--- config.mk ---
export PLATFORM = sky130hd
export DESIGN_NAME = rgba_pixel_alpha_blend_unit
export DESIGN_NICKNAME = d
export VERILOG_FILES = /design/src/hdl/rpab_pkg.sv /design/src/hdl/rgba_pixel_alpha_blend_unit.sv
export SDC_FILE = /design/constraint.sdc
export NUM_CORES = 1
export LEC_CHECK = 0
export BUFFER_PORTS_ARGS = -buffer_cell sky130_fd_sc_hd__buf_2
export CAP_MARGIN = 10
export CORE_MARGIN = 2
export CORE_UTILIZATION = 37
export DETAILED_ROUTE_END_ITERATION = 8
export PLACE_DENSITY_LB_ADDON = 0.25
export SLEW_MARGIN = 20
export SYNTH_ARGS = -nofsm -noshare
export SYNTH_HDL_FRONTEND = slang
export SYNTH_SLANG_ARGS = --single-unit
--- constraint.sdc ---
create_clock -name clk_i -period 31.3 [get_ports clk_i]
set_input_delay 0 -clock clk_i [delete_from_list [all_inputs] [get_ports clk_i]]
set_output_delay 0 -clock clk_i [all_outputs]
set_load 0.01 [all_outputs]
--- src/hdl/rpab_pkg.sv ---
// Package for the RGBA pixel alpha blend unit: blend mode and register
// index codes, plus the per-channel field extract, place and mix helpers.
// No dependencies.
package rpab_pkg;

  localparam int unsigned PixelWidth = 32;
  localparam int unsigned ChanWidth  = 8;
  localparam int unsigned ShiftWidth = 5;
  localparam int unsigned CfgIdxWidth = 3;

  typedef logic [PixelWidth-1:0] pixel_t;
  typedef logic [ChanWidth-1:0]  chan_t;
  typedef logic [ShiftWidth-1:0] shift_t;

  // Alpha selection for the stored pixel.
  typedef enum logic [2:0] {
    BM_SUM     = 3'd0,  // dst + src, saturated
    BM_SRC     = 3'd1,
    BM_DST     = 3'd2,
    BM_INV_DST = 3'd3,  // 255 - dst
    BM_INV_SRC = 3'd4   // 255 - src
  } blend_mode_e;

  // Configuration register indexes.
  typedef enum logic [CfgIdxWidth-1:0] {
    CFG_RED_SHIFT     = 3'd0,
    CFG_GREEN_SHIFT   = 3'd1,
    CFG_BLUE_SHIFT    = 3'd2,
    CFG_ALPHA_SHIFT   = 3'd3,
    CFG_ALPHA_PRESENT = 3'd4,
    CFG_KEY_ENABLE    = 3'd5,
    CFG_KEY_COLOR     = 3'd6
  } cfg_index_e;

  localparam shift_t RedShiftRst   = 5'd0;
  localparam shift_t GreenShiftRst = 5'd8;
  localparam shift_t BlueShiftRst  = 5'd16;
  localparam shift_t AlphaShiftRst = 5'd24;
  localparam chan_t  ChanMax       = 8'd255;

  // Reads the 8-bit field at bit position sh; bits above bit 31 read as zero.
  function automatic chan_t field_get(input pixel_t px, input shift_t sh);
    pixel_t shifted;
    shifted = px >> sh;
    return shifted[ChanWidth-1:0];
  endfunction

  // Places an 8-bit field at bit position sh; bits beyond bit 31 are dropped.
  function automatic pixel_t field_place(input chan_t v, input shift_t sh);
    pixel_t wide;
    wide = {{(PixelWidth-ChanWidth){1'b0}}, v};
    return wide << sh;
  endfunction

  // d + floor((s - d) * w / 256), taken modulo 256.
  function automatic chan_t mix(input chan_t s, input chan_t d, input chan_t w);
    logic signed [ChanWidth:0]     diff;
    logic signed [2*ChanWidth+1:0] prod;
    logic signed [2*ChanWidth+1:0] quot;
    diff = $signed({1'b0, s}) - $signed({1'b0, d});
    prod = diff * $signed({1'b0, w});
    quot = prod >>> ChanWidth;
    return d + quot[ChanWidth-1:0];
  endfunction

endpackage

--- src/hdl/rgba_pixel_alpha_blend_unit.sv ---
// Top level of the RGBA pixel alpha blend unit: input register, blend
// logic and result register. Depends on rpab_pkg.
// A transaction passes through the input register and then the result
// register before it shows on out_valid_o. Throughput: one per clock while
// results are taken; a held result admits one more transaction into stage
// one, then in_ready_o drops. Reset (rst_ni low, asynchronous) empties both
// stages and loads the default layout.
module rgba_pixel_alpha_blend_unit
  import rpab_pkg::*;
(
  input  logic                   clk_i,
  input  logic                   rst_ni,
  // Configuration write port.
  input  logic                   cfg_we_i,
  input  logic [CfgIdxWidth-1:0] cfg_index_i,
  input  logic [PixelWidth-1:0]  cfg_data_i,
  // Input channel.
  input  logic                   in_valid_i,
  output logic                   in_ready_o,
  input  logic [PixelWidth-1:0]  dst_pixel_i,
  input  logic [ChanWidth-1:0]   src_red_i,
  input  logic [ChanWidth-1:0]   src_green_i,
  input  logic [ChanWidth-1:0]   src_blue_i,
  input  logic [ChanWidth-1:0]   src_alpha_i,
  input  logic [2:0]             blend_mode_i,
  // Output channel.
  output logic                   out_valid_o,
  input  logic                   out_ready_i,
  output logic [PixelWidth-1:0]  out_pixel_o
);

  // Configuration registers.
  shift_t red_shift_q, green_shift_q, blue_shift_q, alpha_shift_q;
  logic   alpha_present_q, key_enable_q;
  pixel_t key_color_q;

  // The register index is decoded by name; index 7 is ignored.
  always_ff @(posedge clk_i or negedge rst_ni) begin
    if (!rst_ni) begin
      red_shift_q     <= RedShiftRst;
      green_shift_q   <= GreenShiftRst;
      blue_shift_q    <= BlueShiftRst;
      alpha_shift_q   <= AlphaShiftRst;
      alpha_present_q <= 1'b1;
      key_enable_q    <= 1'b0;
      key_color_q     <= '0;
    end else if (cfg_we_i) begin
      unique case (cfg_index_e'(cfg_index_i))
        CFG_RED_SHIFT:     red_shift_q     <= cfg_data_i[ShiftWidth-1:0];
        CFG_GREEN_SHIFT:   green_shift_q   <= cfg_data_i[ShiftWidth-1:0];
        CFG_BLUE_SHIFT:    blue_shift_q    <= cfg_data_i[ShiftWidth-1:0];
        CFG_ALPHA_SHIFT:   alpha_shift_q   <= cfg_data_i[ShiftWidth-1:0];
        CFG_ALPHA_PRESENT: alpha_present_q <= cfg_data_i[0];
        CFG_KEY_ENABLE:    key_enable_q    <= cfg_data_i[0];
        CFG_KEY_COLOR:     key_color_q     <= cfg_data_i;
        default: ;
      endcase
    end
  end

  // Handshake. The result register drains whenever it is empty or being
  // taken; the input register moves forward whenever the result register
  // can take its content. Both stages therefore flow every cycle while results
  // are taken, and a held result still lets one more transaction into stage one.
  logic s1_valid_q, s2_valid_q;
  logic s2_ready;

  assign s2_ready    = !s2_valid_q || out_ready_i;
  assign in_ready_o  = !s1_valid_q || s2_ready;
  assign out_valid_o = s2_valid_q;

  always_ff @(posedge clk_i or negedge rst_ni) begin
    if (!rst_ni) begin
      s1_valid_q <= 1'b0;
      s2_valid_q <= 1'b0;
    end else begin
      if (in_ready_o) begin
        s1_valid_q <= in_valid_i;
      end
      if (s2_ready) begin
        s2_valid_q <= s1_valid_q;
      end
    end
  end

  // Stage one: the accepted transaction, held as it arrived.
  pixel_t      s1_dst_q;
  chan_t       s1_red_q, s1_green_q, s1_blue_q, s1_alpha_q;
  blend_mode_e s1_mode_q;

  always_ff @(posedge clk_i) begin
    if (in_ready_o && in_valid_i) begin
      s1_dst_q   <= dst_pixel_i;
      s1_red_q   <= src_red_i;
      s1_green_q <= src_green_i;
      s1_blue_q  <= src_blue_i;
      s1_alpha_q <= src_alpha_i;
      s1_mode_q  <= blend_mode_e'(blend_mode_i);
    end
  end

  // Blend logic. A destination that matches the enabled color key is
  // replaced by the source color as it is. Otherwise every color channel
  // moves from the destination toward the source by the source alpha, and
  // the stored alpha is picked by the blend mode.
  logic         key_hit;
  chan_t        dst_red, dst_green, dst_blue, dst_alpha;
  chan_t        new_red, new_green, new_blue, new_alpha;
  logic [ChanWidth:0] alpha_sum;
  pixel_t       alpha_field;
  pixel_t       out_pixel_d;

  always_comb begin
    key_hit   = key_enable_q && (s1_dst_q == key_color_q);
    dst_red   = field_get(s1_dst_q, red_shift_q);
    dst_green = field_get(s1_dst_q, green_shift_q);
    dst_blue  = field_get(s1_dst_q, blue_shift_q);
    // Formats without an alpha field read as fully opaque.
    dst_alpha = alpha_present_q ? field_get(s1_dst_q, alpha_shift_q) : ChanMax;
    alpha_sum = {1'b0, dst_alpha} + {1'b0, s1_alpha_q};

    unique case (s1_mode_q)
      BM_SUM:     new_alpha = alpha_sum[ChanWidth] ? ChanMax : alpha_sum[ChanWidth-1:0];
      BM_SRC:     new_alpha = s1_alpha_q;
      BM_DST:     new_alpha = dst_alpha;
      BM_INV_DST: new_alpha = ChanMax - dst_alpha;
      BM_INV_SRC: new_alpha = ChanMax - s1_alpha_q;
      default:    new_alpha = '0;
    endcase

    if (key_hit) begin
      new_red   = s1_red_q;
      new_green = s1_green_q;
      new_blue  = s1_blue_q;
      new_alpha = s1_alpha_q;
    end else begin
      new_red   = mix(s1_red_q,   dst_red,   s1_alpha_q);
      new_green = mix(s1_green_q, dst_green, s1_alpha_q);
      new_blue  = mix(s1_blue_q,  dst_blue,  s1_alpha_q);
    end

    // Alpha is never packed for a format without an alpha field.
    alpha_field = alpha_present_q ? field_place(new_alpha, alpha_shift_q) : '0;
    out_pixel_d = field_place(new_red, red_shift_q)
                | field_place(new_green, green_shift_q)
                | field_place(new_blue, blue_shift_q)
                | alpha_field;
  end

  // Stage two: the result register.
  pixel_t out_pixel_q;

  always_ff @(posedge clk_i) begin
    if (s2_ready && s1_valid_q) begin
      out_pixel_q <= out_pixel_d;
    end
  end

  assign out_pixel_o = out_pixel_q;

  // Input stalls only when both stages are full and the result is held.
  a_stall_only_when_full: assert property (@(posedge clk_i) disable iff (!rst_ni)
    !in_ready_o |-> (s1_valid_q && s2_valid_q && !out_ready_i))
    else $error("input stalled with room in the pipeline");

  // An accepted transaction always lands in stage one.
  a_accept_fills_s1: assert property (@(posedge clk_i) disable iff (!rst_ni)
    (in_valid_i && in_ready_o) |=> s1_valid_q)
    else $error("accepted transaction lost at stage one");

  // A stage-one transaction that moves forward shows up as a result.
  a_s1_moves_to_out: assert property (@(posedge clk_i) disable iff (!rst_ni)
    (s1_valid_q && s2_ready) |=> out_valid_o)
    else $error("stage-one transaction lost before the result register");

endmodule
* Word level (Yosys, flattened, before mapping)
Index checks and enable logic that the tools add are counted.
** Operators by class
- Add/sub/neg operators :: 9
- Multiply operators :: 3
- Eq/ne operators :: 11
- Shift operators :: 8
- Mux-type cells :: 8
- Bitwise logic cells :: 3
- Reductions and logical operators :: 16
** Operator list (count)
- $shl A8 B5 Y32 :: 4
- $shr A32 B5 Y8 :: 4
- $or A32 B32 Y32 :: 3
- $mul A9 B9 Y16 :: 3
- $mux W8 :: 6
- $pmux W8 S5 :: 1
- $eq A32 B32 Y1 :: 1
- $mux W32 :: 1
- $sub A8 B8 Y9 :: 3
- $add A8 B8 Y8 :: 3
- $sub A8 B8 Y8 const A :: 2
- $reduce_and A2 Y1 :: 7
- $eq A3 B2 Y1 const B :: 4
- $eq A3 B3 Y1 const B :: 4
- $add A8 B8 Y9 :: 1
- $eq A3 B1 Y1 const B :: 2
- $logic_not A3 Y1 :: 2
- $logic_and A1 B1 Y1 :: 3
- $logic_not A1 Y1 :: 2
- $logic_or A1 B1 Y1 :: 2
** Word-level totals
- Register bits :: 155
- Word-level logic and storage cells :: 74

* Longest topological paths before layout
Gate-level depths: netlist of run 1.
- Depth in word-level cells :: 9
- Gate-level depth with buffers :: 48
- Mapped depth without buffers :: 44

* Least setup slack after synthesis of run 1
OpenSTA, ideal clock, no wires.
- Path type :: register to register
- From :: register red_shift_q[0]
- To :: register out_pixel_q[22] (netlist: out_pixel_o[22]) (data pin)
- Setup time :: 259 ps
- Data arrival time :: 10370 ps
- Slack :: 20671 ps
- Cell stages (with the launch flop) :: 45
- Cell sequence :: dfrtp_1 > buf_2 > buf_1 > clkbuf_1 > clkbuf_1 > mux2i_1 > a21oi_1 > mux4_2 > mux2i_1 > ha_1 > a21o_1 > a21oi_1 > o21bai_1 > a21o_1 > a21o_1 > a21oi_1 > xnor2_1 > nand2_1 > [9 not listed] > o211ai_1 > o21ai_0 > and2_1 > o21a_1 > o21ai_0 > nand2b_1 > a21oi_1 > xnor2_1 > ha_1 > inv_1 > nor3_1 > a221oi_1 > nand3_1 > mux4_1 > mux4_2 > a32oi_1 > nand3_1 > a211o_1
** Between the ends
- Cells in the longest elaborated chain, start to end :: 9
** Ends and longest elaborated chain
- start, declared :: line rgba_pixel_alpha_blend_unit.sv:33 : shift_t red_shift_q, green_shift_q, blue_shift_q, alpha_shift_q;
- start signal, assigned :: line rgba_pixel_alpha_blend_unit.sv:40 : red_shift_q <= RedShiftRst;
- start signal, assigned :: line rgba_pixel_alpha_blend_unit.sv:49 : CFG_RED_SHIFT: red_shift_q <= cfg_data_i[ShiftWidth-1:0];
- $shr A32 B5 Y8 :: line rpab_pkg.sv:44 : shifted = px >> sh;
- $sub A8 B8 Y9 :: line rpab_pkg.sv:60 : diff = $signed({1'b0, s}) - $signed({1'b0, d});
- $mul A9 B9 Y16 :: line rpab_pkg.sv:61 : prod = diff * $signed({1'b0, w});
- $add A8 B8 Y8 :: line rpab_pkg.sv:63 : return d + quot[ChanWidth-1:0];
- $mux W8 :: line rgba_pixel_alpha_blend_unit.sv:131 : if (key_hit) begin
- $shl A8 B5 Y32 * :: line rpab_pkg.sv:52 : return wide << sh;
- $or A32 B32 Y32 * :: line rgba_pixel_alpha_blend_unit.sv:145 : | field_place(new_green, green_shift_q)
- $or A32 B32 Y32 * :: line rgba_pixel_alpha_blend_unit.sv:146 : | field_place(new_blue, blue_shift_q)
- $or A32 B32 Y32 * :: line rgba_pixel_alpha_blend_unit.sv:147 : | alpha_field;
- named net out_pixel_d[22] :: line rgba_pixel_alpha_blend_unit.sv:111 : pixel_t out_pixel_d;
- end signal, assigned :: line rgba_pixel_alpha_blend_unit.sv:155 : out_pixel_q <= out_pixel_d;
- end, declared :: line rgba_pixel_alpha_blend_unit.sv:151 : pixel_t out_pixel_q;
The timed path passes the listed nets; every way through them passes the cells marked *.
A chain may end at the register's enable or synchronous reset.

* Final worst setup path of run 1
- From :: register blue_shift_q[1]
- To :: register out_pixel_q[20] (netlist: out_pixel_o[20]) (data pin)
** Between the ends
- Cells in the longest elaborated chain, start to end :: 8
** Ends and longest elaborated chain
- start, declared :: line rgba_pixel_alpha_blend_unit.sv:33
- start signal, assigned :: line rgba_pixel_alpha_blend_unit.sv:42 : blue_shift_q <= BlueShiftRst;
- start signal, assigned :: line rgba_pixel_alpha_blend_unit.sv:51 : CFG_BLUE_SHIFT: blue_shift_q <= cfg_data_i[ShiftWidth-1:0];
- $shr A32 B5 Y8 :: line rpab_pkg.sv:44
- $sub A8 B8 Y9 :: line rpab_pkg.sv:60
- $mul A9 B9 Y16 :: line rpab_pkg.sv:61
- $add A8 B8 Y8 :: line rpab_pkg.sv:63
- $mux W8 :: line rgba_pixel_alpha_blend_unit.sv:131
- $shl A8 B5 Y32 * :: line rpab_pkg.sv:52
- $or A32 B32 Y32 * :: line rgba_pixel_alpha_blend_unit.sv:146
- $or A32 B32 Y32 * :: line rgba_pixel_alpha_blend_unit.sv:147
- named net out_pixel_d[20] :: line rgba_pixel_alpha_blend_unit.sv:111
Marks and branches as above.

==> results by stage, run 1 <==
Cells and area:
- The growth of design area from synthesis to finish is 12.63%.
- The antenna cell count is 0.
- The post-layout utilization of the core is 0.4203.
- The layout net count is 3203.
- The ratio of cells with drive above 1 in the final layout is 0.1605.

STA:
- Measured against its own limit, the worst slew margin works out to 0.2331.
- Setup repair after global routing left no endpoint under its margin.
- The setup skew after layout is 0.02641 ns.
- Derived from the worst setup path, the maximum achievable clock frequency is 82.19 MHz.
- The pin slew with the least headroom to its limit is 1.148 ns.
- The final hold violation count came to 0.
- The count of pins over their slew limit is 0.
- The worst hold-check slack is 0.1711 ns.
- The worst path needs 12.17 ns of the cycle, external delays included.
- Setup violations remaining at the end of the flow were counted as 0.
- Adding up every negative setup slack in the final design gives 0 ns.
- The final cycle utilization of the critical path is 0.3887.

Worst setup path:
- The top fanout value on the critical path is 51.
- The kind of start point of the critical path is a flop.
- STA classifies the critical path endpoint as a flop.
- On the critical path, the stage with the largest delay is an instance of sky130_fd_sc_hd__dfrtp_2.
- STA puts the critical path data required time at 31.50 ns.
- For this run, the slowest stage of the critical path takes 1.10 ns.
- For the worst setup path, the data arrival time is 12.36 ns.
- Among the stages of the critical path, the cell type that occurs most often is sky130_fd_sc_hd__a21oi_1.
- The class of the most critical setup path is flop to flop.

Clock network:
- TritonCTS built the clock tree.
- Clock-pin slew was measured on the worst setup and hold paths at 0.09 ns.
- Once the clock tree was built, the resizer swapped 0 gates to a different size.
- The clock insertion delay at the later pin of the skew report is 0.51 ns.
- The tree is rooted in a sky130_fd_sc_hd__clkbuf_16.
- The number of clock sinks is 155.
- The number of buffers between clock root and the deepest sink is 2.
- The H-tree was split into 4 levels.
- TritonCTS created 17 clock buffers.

Status:
- The run finished with clean final reports.

Logic synthesis:
- Of the post-synthesis cell area, the part taken by muxes is 0.1903.
- The adder-cell area share of the yosys netlist is 0.2103.
- The synthesized design contains 155 register bits.
- The average footprint of a synthesized cell is 9.273 um^2.
- The number of nets produced by synthesis is 3064.
- Ranked by instance count, the synthesized netlist is headed by sky130_fd_sc_hd__inv_1 (301), sky130_fd_sc_hd__nand2_1 (266), sky130_fd_sc_hd__fa_1 (169).
- Ranked by total cell area, the synthesized netlist is headed by sky130_fd_sc_hd__fa_1 (14%), sky130_fd_sc_hd__edfxtp_1 (12%), sky130_fd_sc_hd__mux4_2 (9.9%), sky130_fd_sc_hd__ha_1 (7.2%), sky130_fd_sc_hd__dfrtp_1 (5.2%).
- The xor/xnor cell area share of the yosys netlist is 0.03753.
- The fraction of post-synthesis cell area in the top cell type by area is 0.1379.
- The cell type contributing the most total cell area after synthesis is sky130_fd_sc_hd__fa_1.
- The area fraction in compound gates after synthesis is 0.1428.
- The number of synthesized flops with an enable pin is 99.
- The combinational family with the most area after synthesis is adder cells.
- The number of distinct standard cells referenced by the synthesized netlist is 101.
- The cell count after synthesis came out at 2646.
- The Yosys warning count is 0.
- Of the total synthesized cell area, the portion taken by AND, OR, NAND and NOR gates is 0.1630.
- Of the synthesized area, sequential elements account for 0.1785.
- The cell with the most instances after synthesis is sky130_fd_sc_hd__inv_1.
- After synthesis, the share of flip-flops with an asynchronous set or reset is 0.3613.
- The mapped netlist covers 0.02454 mm^2.
- The dominant register cell in the synthesized netlist is sky130_fd_sc_hd__edfxtp_1.

Place:
- The HPWL after detailed placement is 70630 um.
- At the end of routability-driven placement, the weighted congestion stood at 1.109.
- The count of input and output buffers is 140.

Job:
- The max-capacitance violation count is 0.

Global routing:
- The via count of the first global-routing pass is 22.30k.
- Global routing finished with a remaining overflow of 0.
- The maximum number of pins on one net before global-route repair is 67.
- For this run, the total global-route usage over all layers was measured as 0.2775.
- The number of antenna violations at the first check in global routing is 1.
- The wire length of the first global-routing pass is 141300 um.

Routing:
- The count of nets left with antenna violations after detail routing is 0.
- The routed via count is 22.26k.
- The average routed wire per standard cell is 25.85 um.
- The vias per cell is 6.077.
- Before antenna repair, the detailed router went through 6 iterations.
- In this run, the number of DRC markers left after iteration 0 of detailed routing was 2258.
- The number of remaining DRC errors is 0.
- The final layout contains routed wiring with a total length of 94660 um.

Floorplanning:
- In this run the core area contains 94 standard-cell rows.
- The boundary pin count is 141.
- The initial utilization of the core area, before any placement, comes to 0.3732.
- The die covers 0.06839 mm^2.
- The die width is 261.5 um.
- The area of the placeable core is 0.06575 mm^2.
- The height of the die is 261.5 um.

Worst hold path:
- The path class of the tightest hold or removal check is input port to asynchronous set/reset pin.
[kinds of logic after synthesis]
logic type | after synthesis
buf+inv | 480
simple gates | 797
fa+ha+maj | 311
flops | 155
mux | 300
compound gates | 501
xor+xnor | 102
[layout make-up]
class                      count  area (um^2)
fill                        6438        38110
multi-input combinational   2011        18260
sequential                   155         4389
timing repair buffer         293         2117
inverter                     307         1152
tap                          864         1081
clock buffer                  17        425.4
clock inverter                15        209.0
[layout by cell type (no fill, tap or decap), types with 88 or more instances in the layout]
cell type,netlist,layout
sky130_fd_sc_hd__inv_1,301,300
sky130_fd_sc_hd__nand2_1,266,266
sky130_fd_sc_hd__fa_1,169,169
sky130_fd_sc_hd__ha_1,142,142
sky130_fd_sc_hd__buf_2,15,140
sky130_fd_sc_hd__nor2_1,124,124
sky130_fd_sc_hd__mux4_2,108,108
sky130_fd_sc_hd__dlygate4sd3_1,0,107
sky130_fd_sc_hd__mux2i_1,105,105
sky130_fd_sc_hd__a21oi_1,99,99
sky130_fd_sc_hd__edfxtp_1,99,99
sky130_fd_sc_hd__and2_1,90,88
[layer usage]
| metal | up-vias | global-route usage | wire (um) |
|---|---|---|---|
| met2 | 1126 | 0.4489 | 43760 |
| met5 | - | 0 | 0 |
| li1 | 9737 | - | - |
| met3 | 217 | 0.05614 | 8060 |
| met4 | 0 | 0.1117 | 3769 |
| met1 | 11180 | 0.3638 | 39060 |
[final timing paths]
path,start,to,slack [ns],cells after the start
worst max-delay path,blue_shift_q[1]$_DFFE_PN0P_,out_pixel_o[20]$_DFFE_PP_,19.13,42
worst min-delay path,rst_ni,key_color_q[4]$_DFFE_PN0P_,0.17,3
worst max register to register,blue_shift_q[1]$_DFFE_PN0P_,out_pixel_o[20]$_DFFE_PP_,19.13,42
worst min register to register,s1_valid_q$_DFFE_PN0N_,out_valid_o$_DFFE_PN0P_,0.50,1
max in group asynchronous,rst_ni,green_shift_q[1]$_DFFE_PN0P_,30.57,3
min in group clk_i,src_alpha_i[0],s1_alpha_q[0]$_DFFE_PP_,0.19,2
[registers in the layout, indices dropped and copies added (netlist names)]
register and flops:
s1_green_q 8, alpha_shift_q 5, s1_dst_q 32, out_pixel_o 32, blue_shift_q 5, s1_mode_q 3
key_enable_q 1, green_shift_q 5, s1_valid_q 1, s1_red_q 8, s1_blue_q 8, alpha_present_q 1
red_shift_q 5, key_color_q 32, s1_alpha_q 8, out_valid_o 1
[worst max-delay path, delay by kind of cell, from the launching register on]
| family | cells | cell delay (ns) |
|---|---|---|
| xor gates and xnor gates | 1 | 0.41 |
| and+or+nand+nor | 7 | 1.05 |
| buffers and inverters | 4 | 0.73 |
| DFF | 1 | 1.10 |
| muxes | 4 | 1.83 |
| AOI/OAI and AO/OA | 19 | 3.80 |
| adders and majority gates | 7 | 2.89 |
[per-stage QoR]
step                      std cells  worst slack, ns  cell area, um^2
after floorplan                2646            20.67            24540
after global placement         3523            18.98            25920
after detailed placement       3523            18.92            25920
after CTS                      3662            18.89            27630
after global routing           3662            18.48            27640
final                          3662            19.13            27640
[repair_timing]
action,in CTS,in global routing
hold endpoints to repair,173,0
hold buffers,107,0
buffers inserted,0,0
endpoints found under the setup margin,0,0
Power of run 1 is not shown: default switching activity piles up to over one toggle a cycle in this logic, so the estimate is an artifact.
==> inputs of run 2 (changes only) <==
==> constraint.sdc (replaced) <==
create_clock -name clk_i -period 12.25 [get_ports clk_i]
set_input_delay 0 -clock clk_i [delete_from_list [all_inputs] [get_ports clk_i]]
set_output_delay 0 -clock clk_i [all_outputs]
set_load 0.01 [all_outputs]
==> results by stage, run 2 (synthesized netlist as in run 1, its figures left out) <==
STA:
- Setup repair after global routing left no endpoint under its margin.
- The final cycle utilization of the critical path is 0.9287.
- The final hold violation count was 0.
- Headroom to the max-slew limit came out at 0.1700.
- Clock skew on the completed layout was measured at 0.03637 ns.
- The count of pins over their slew limit came to 0.
- The final setup violation count is 0.
- The pin slew with the least headroom to its limit is 1.242 ns.
- For the finished layout, the period the worst path requires is 11.38 ns.
- The timing-limited maximum frequency is 87.90 MHz.
- The setup total negative slack is 0 ns.

Worst setup path:
- Of all nets on the critical path, the largest fanout is 36.
- The setup check on the worst reg-to-reg path leaves a slack of 0.87 ns.
- Counting cells, the worst reg-to-reg path comes to 43.
- STA classifies the critical path endpoint as a flop.
- The class of the most critical setup path is flop to flop.
- The cell count along the critical path is 43.
- The reg-to-reg startpoint is blue_shift_q[0]$_DFFE_PN0P_.
- The slowest cell on the critical path is sky130_fd_sc_hd__dfrtp_2.
- The worst setup path is launched from a flop.
- The endpoint identified for the worst register-to-register timing path is out_pixel_o[10]$_DFFE_PP_.
- The data arrival time of the worst path is 11.59 ns.
- The kind of cell with the highest combined delay on the critical path is compound AO/OA/AOI/OAI gates.
- The number of buffers and inverters on the critical path is 4.
- In this design, the stage delay of the slowest critical-path cell is 0.90 ns.
- The critical path starts at blue_shift_q[0]$_DFFE_PN0P_.
- The required time of the critical path is 12.47 ns.

Routing:
- For this run, the detailed router's first-pass iteration total came to 6.
- The total wire length after detailed routing is 95810 um.
- The number of remaining DRC errors is 0.
- The routed via count is 22.31k.
- The vias per cell is 6.054.
- The number of design-rule violations left by the first detailed-router iteration is 2594.
- Dividing the detail-routed wire length by the instance count gives 26.00 um.
- The count of nets left with antenna violations after detail routing is 0.

Place:
- The HPWL after detailed placement is 72430 um.
- The weighted congestion at the end of routability-driven global placement is 0.9991.
- The count of input and output buffers is 140.

Cells and area:
- The repair_antennas step left the layout with diodes totalling 0.
- Of the cells placed in the final design, the portion with a size suffix greater than 1 is 0.1666.
- The top cell types in the final layout, fill and taps aside, are sky130_fd_sc_hd__inv_1 (301), sky130_fd_sc_hd__nand2_1 (266), sky130_fd_sc_hd__fa_1 (169).
- Compared with the post-synthesis result, the final layout area differs by 13.31%.
- The layout net count is 3226.
- The most frequent standard cell in the layout excluding fill and tap cells is sky130_fd_sc_hd__inv_1.

Floorplanning:
- The full die area is 0.06839 mm^2.
- The effective utilization at floorplan is 0.3732.
- The die width is 261.5 um.
- After floorplanning, the core was divided into 94 placement rows.
- The height of the die is 261.5 um.
- The total area inside the core boundary comes to 0.06575 mm^2.
- 141 I/O pins were placed.

Clock network:
- In this run, CTS created clock tree buffers numbering 17.
- The later pin in the worst-skew pair is clocked with a latency of 0.51 ns.
- The number of clock sinks is 155.
- The H-tree was split into 4 levels.
- Clock tree synthesis selected as its root buffer the cell sky130_fd_sc_hd__clkbuf_16.
- No sink is reached through more buffers than the 2 on the longest clock path.
- TritonCTS built the clock tree.
- The clock slew seen by the registers of the worst setup and hold paths is 0.09 ns.
- Post-CTS timing repair inserted 0 buffers for setup.

Global routing:
- The first global-routing pass estimated 144100 um of wire.
- After global routing the overflow that remains totals 0.
- For this run, the total global-route usage over all layers was measured as 0.2831.
- Entering global routing, the biggest net connects 57 pins.
- The via count of the first global-routing pass is 22.73k.
- The number of antenna violations at the first check in global routing is 1.

Job:
- The max-capacitance violation count is 0.

Status:
- The flow ran to the end, and the final reports show no timing, DRC or antenna violations.

Worst hold path:
- The worst hold-check path type is input port to asynchronous set/reset pin.
## run 2: what timing repair did
action                                  in CTS  in global routing
endpoints found under the hold margin      174                  0
endpoints found under the setup margin       0                  4
gates resized for setup                      0                  2
hold buffers                               109                  0
## run 2: per-layer routing
metal | global-route usage | part of all wire | up-vias
met5 | 0 | 0.00017 | -
li1 | - | - | 9767
met1 | 0.3772 | 0.41 | 11170
met4 | 0.1196 | 0.042 | 2
met2 | 0.4485 | 0.46 | 1153
met3 | 0.05672 | 0.085 | 215
## run 2: cell type report
type                    count  area, um^2
multi-input cells        2011       18260
flip-flops and latches    155        4392
inverters                 307        1152
clock buffers              17       425.4
well taps                 864        1081
clock inverters            15       195.2
fillers                  6343       37940
repair buffers            316        2295
## run 2: per-stage QoR
stage | hold WS (ns) | instances | cell area (um^2) | util | setup WS (ns)
5_1_grt | 0.1990 | 3685 | 27800 | 0.4229 | 0.1095
3_3_place_gp | 0.1766 | 3544 | 26090 | 0.3968 | 0.7194
6_report | 0.1717 | 3685 | 27800 | 0.4229 | 0.8734
2_1_floorplan | -0.2956 | 2646 | 24540 | - | 1.621
4_1_cts | 0.1691 | 3685 | 27800 | 0.4229 | 0.6090
3_5_place_dp | 0.1781 | 3544 | 26090 | 0.3968 | 0.6298
## run 2: worst max path at each step
stage                                      to  slack (ns)
floorplan           out_pixel_o[22]$_DFFE_PP_        1.62
global placement     out_pixel_o[8]$_DFFE_PP_        0.72
detailed placement   out_pixel_o[8]$_DFFE_PP_        0.63
CTS                  out_pixel_o[8]$_DFFE_PP_        0.61
global route        out_pixel_o[24]$_DFFE_PP_        0.11
finish              out_pixel_o[10]$_DFFE_PP_        0.87
## run 2: worst register-to-register path, delay by kind of cell (launching register included)
family | cells | cell delay [ns]
AOI/OAI and AO/OA | 17 | 2.91
xor gates and xnor gates | 1 | 0.35
adders and majority gates | 7 | 2.90
buffers and inverters | 4 | 0.56
DFF | 1 | 0.90
muxes | 5 | 1.92
and+or+nand+nor | 9 | 1.56
Power of run 2 is left out for the same reason.
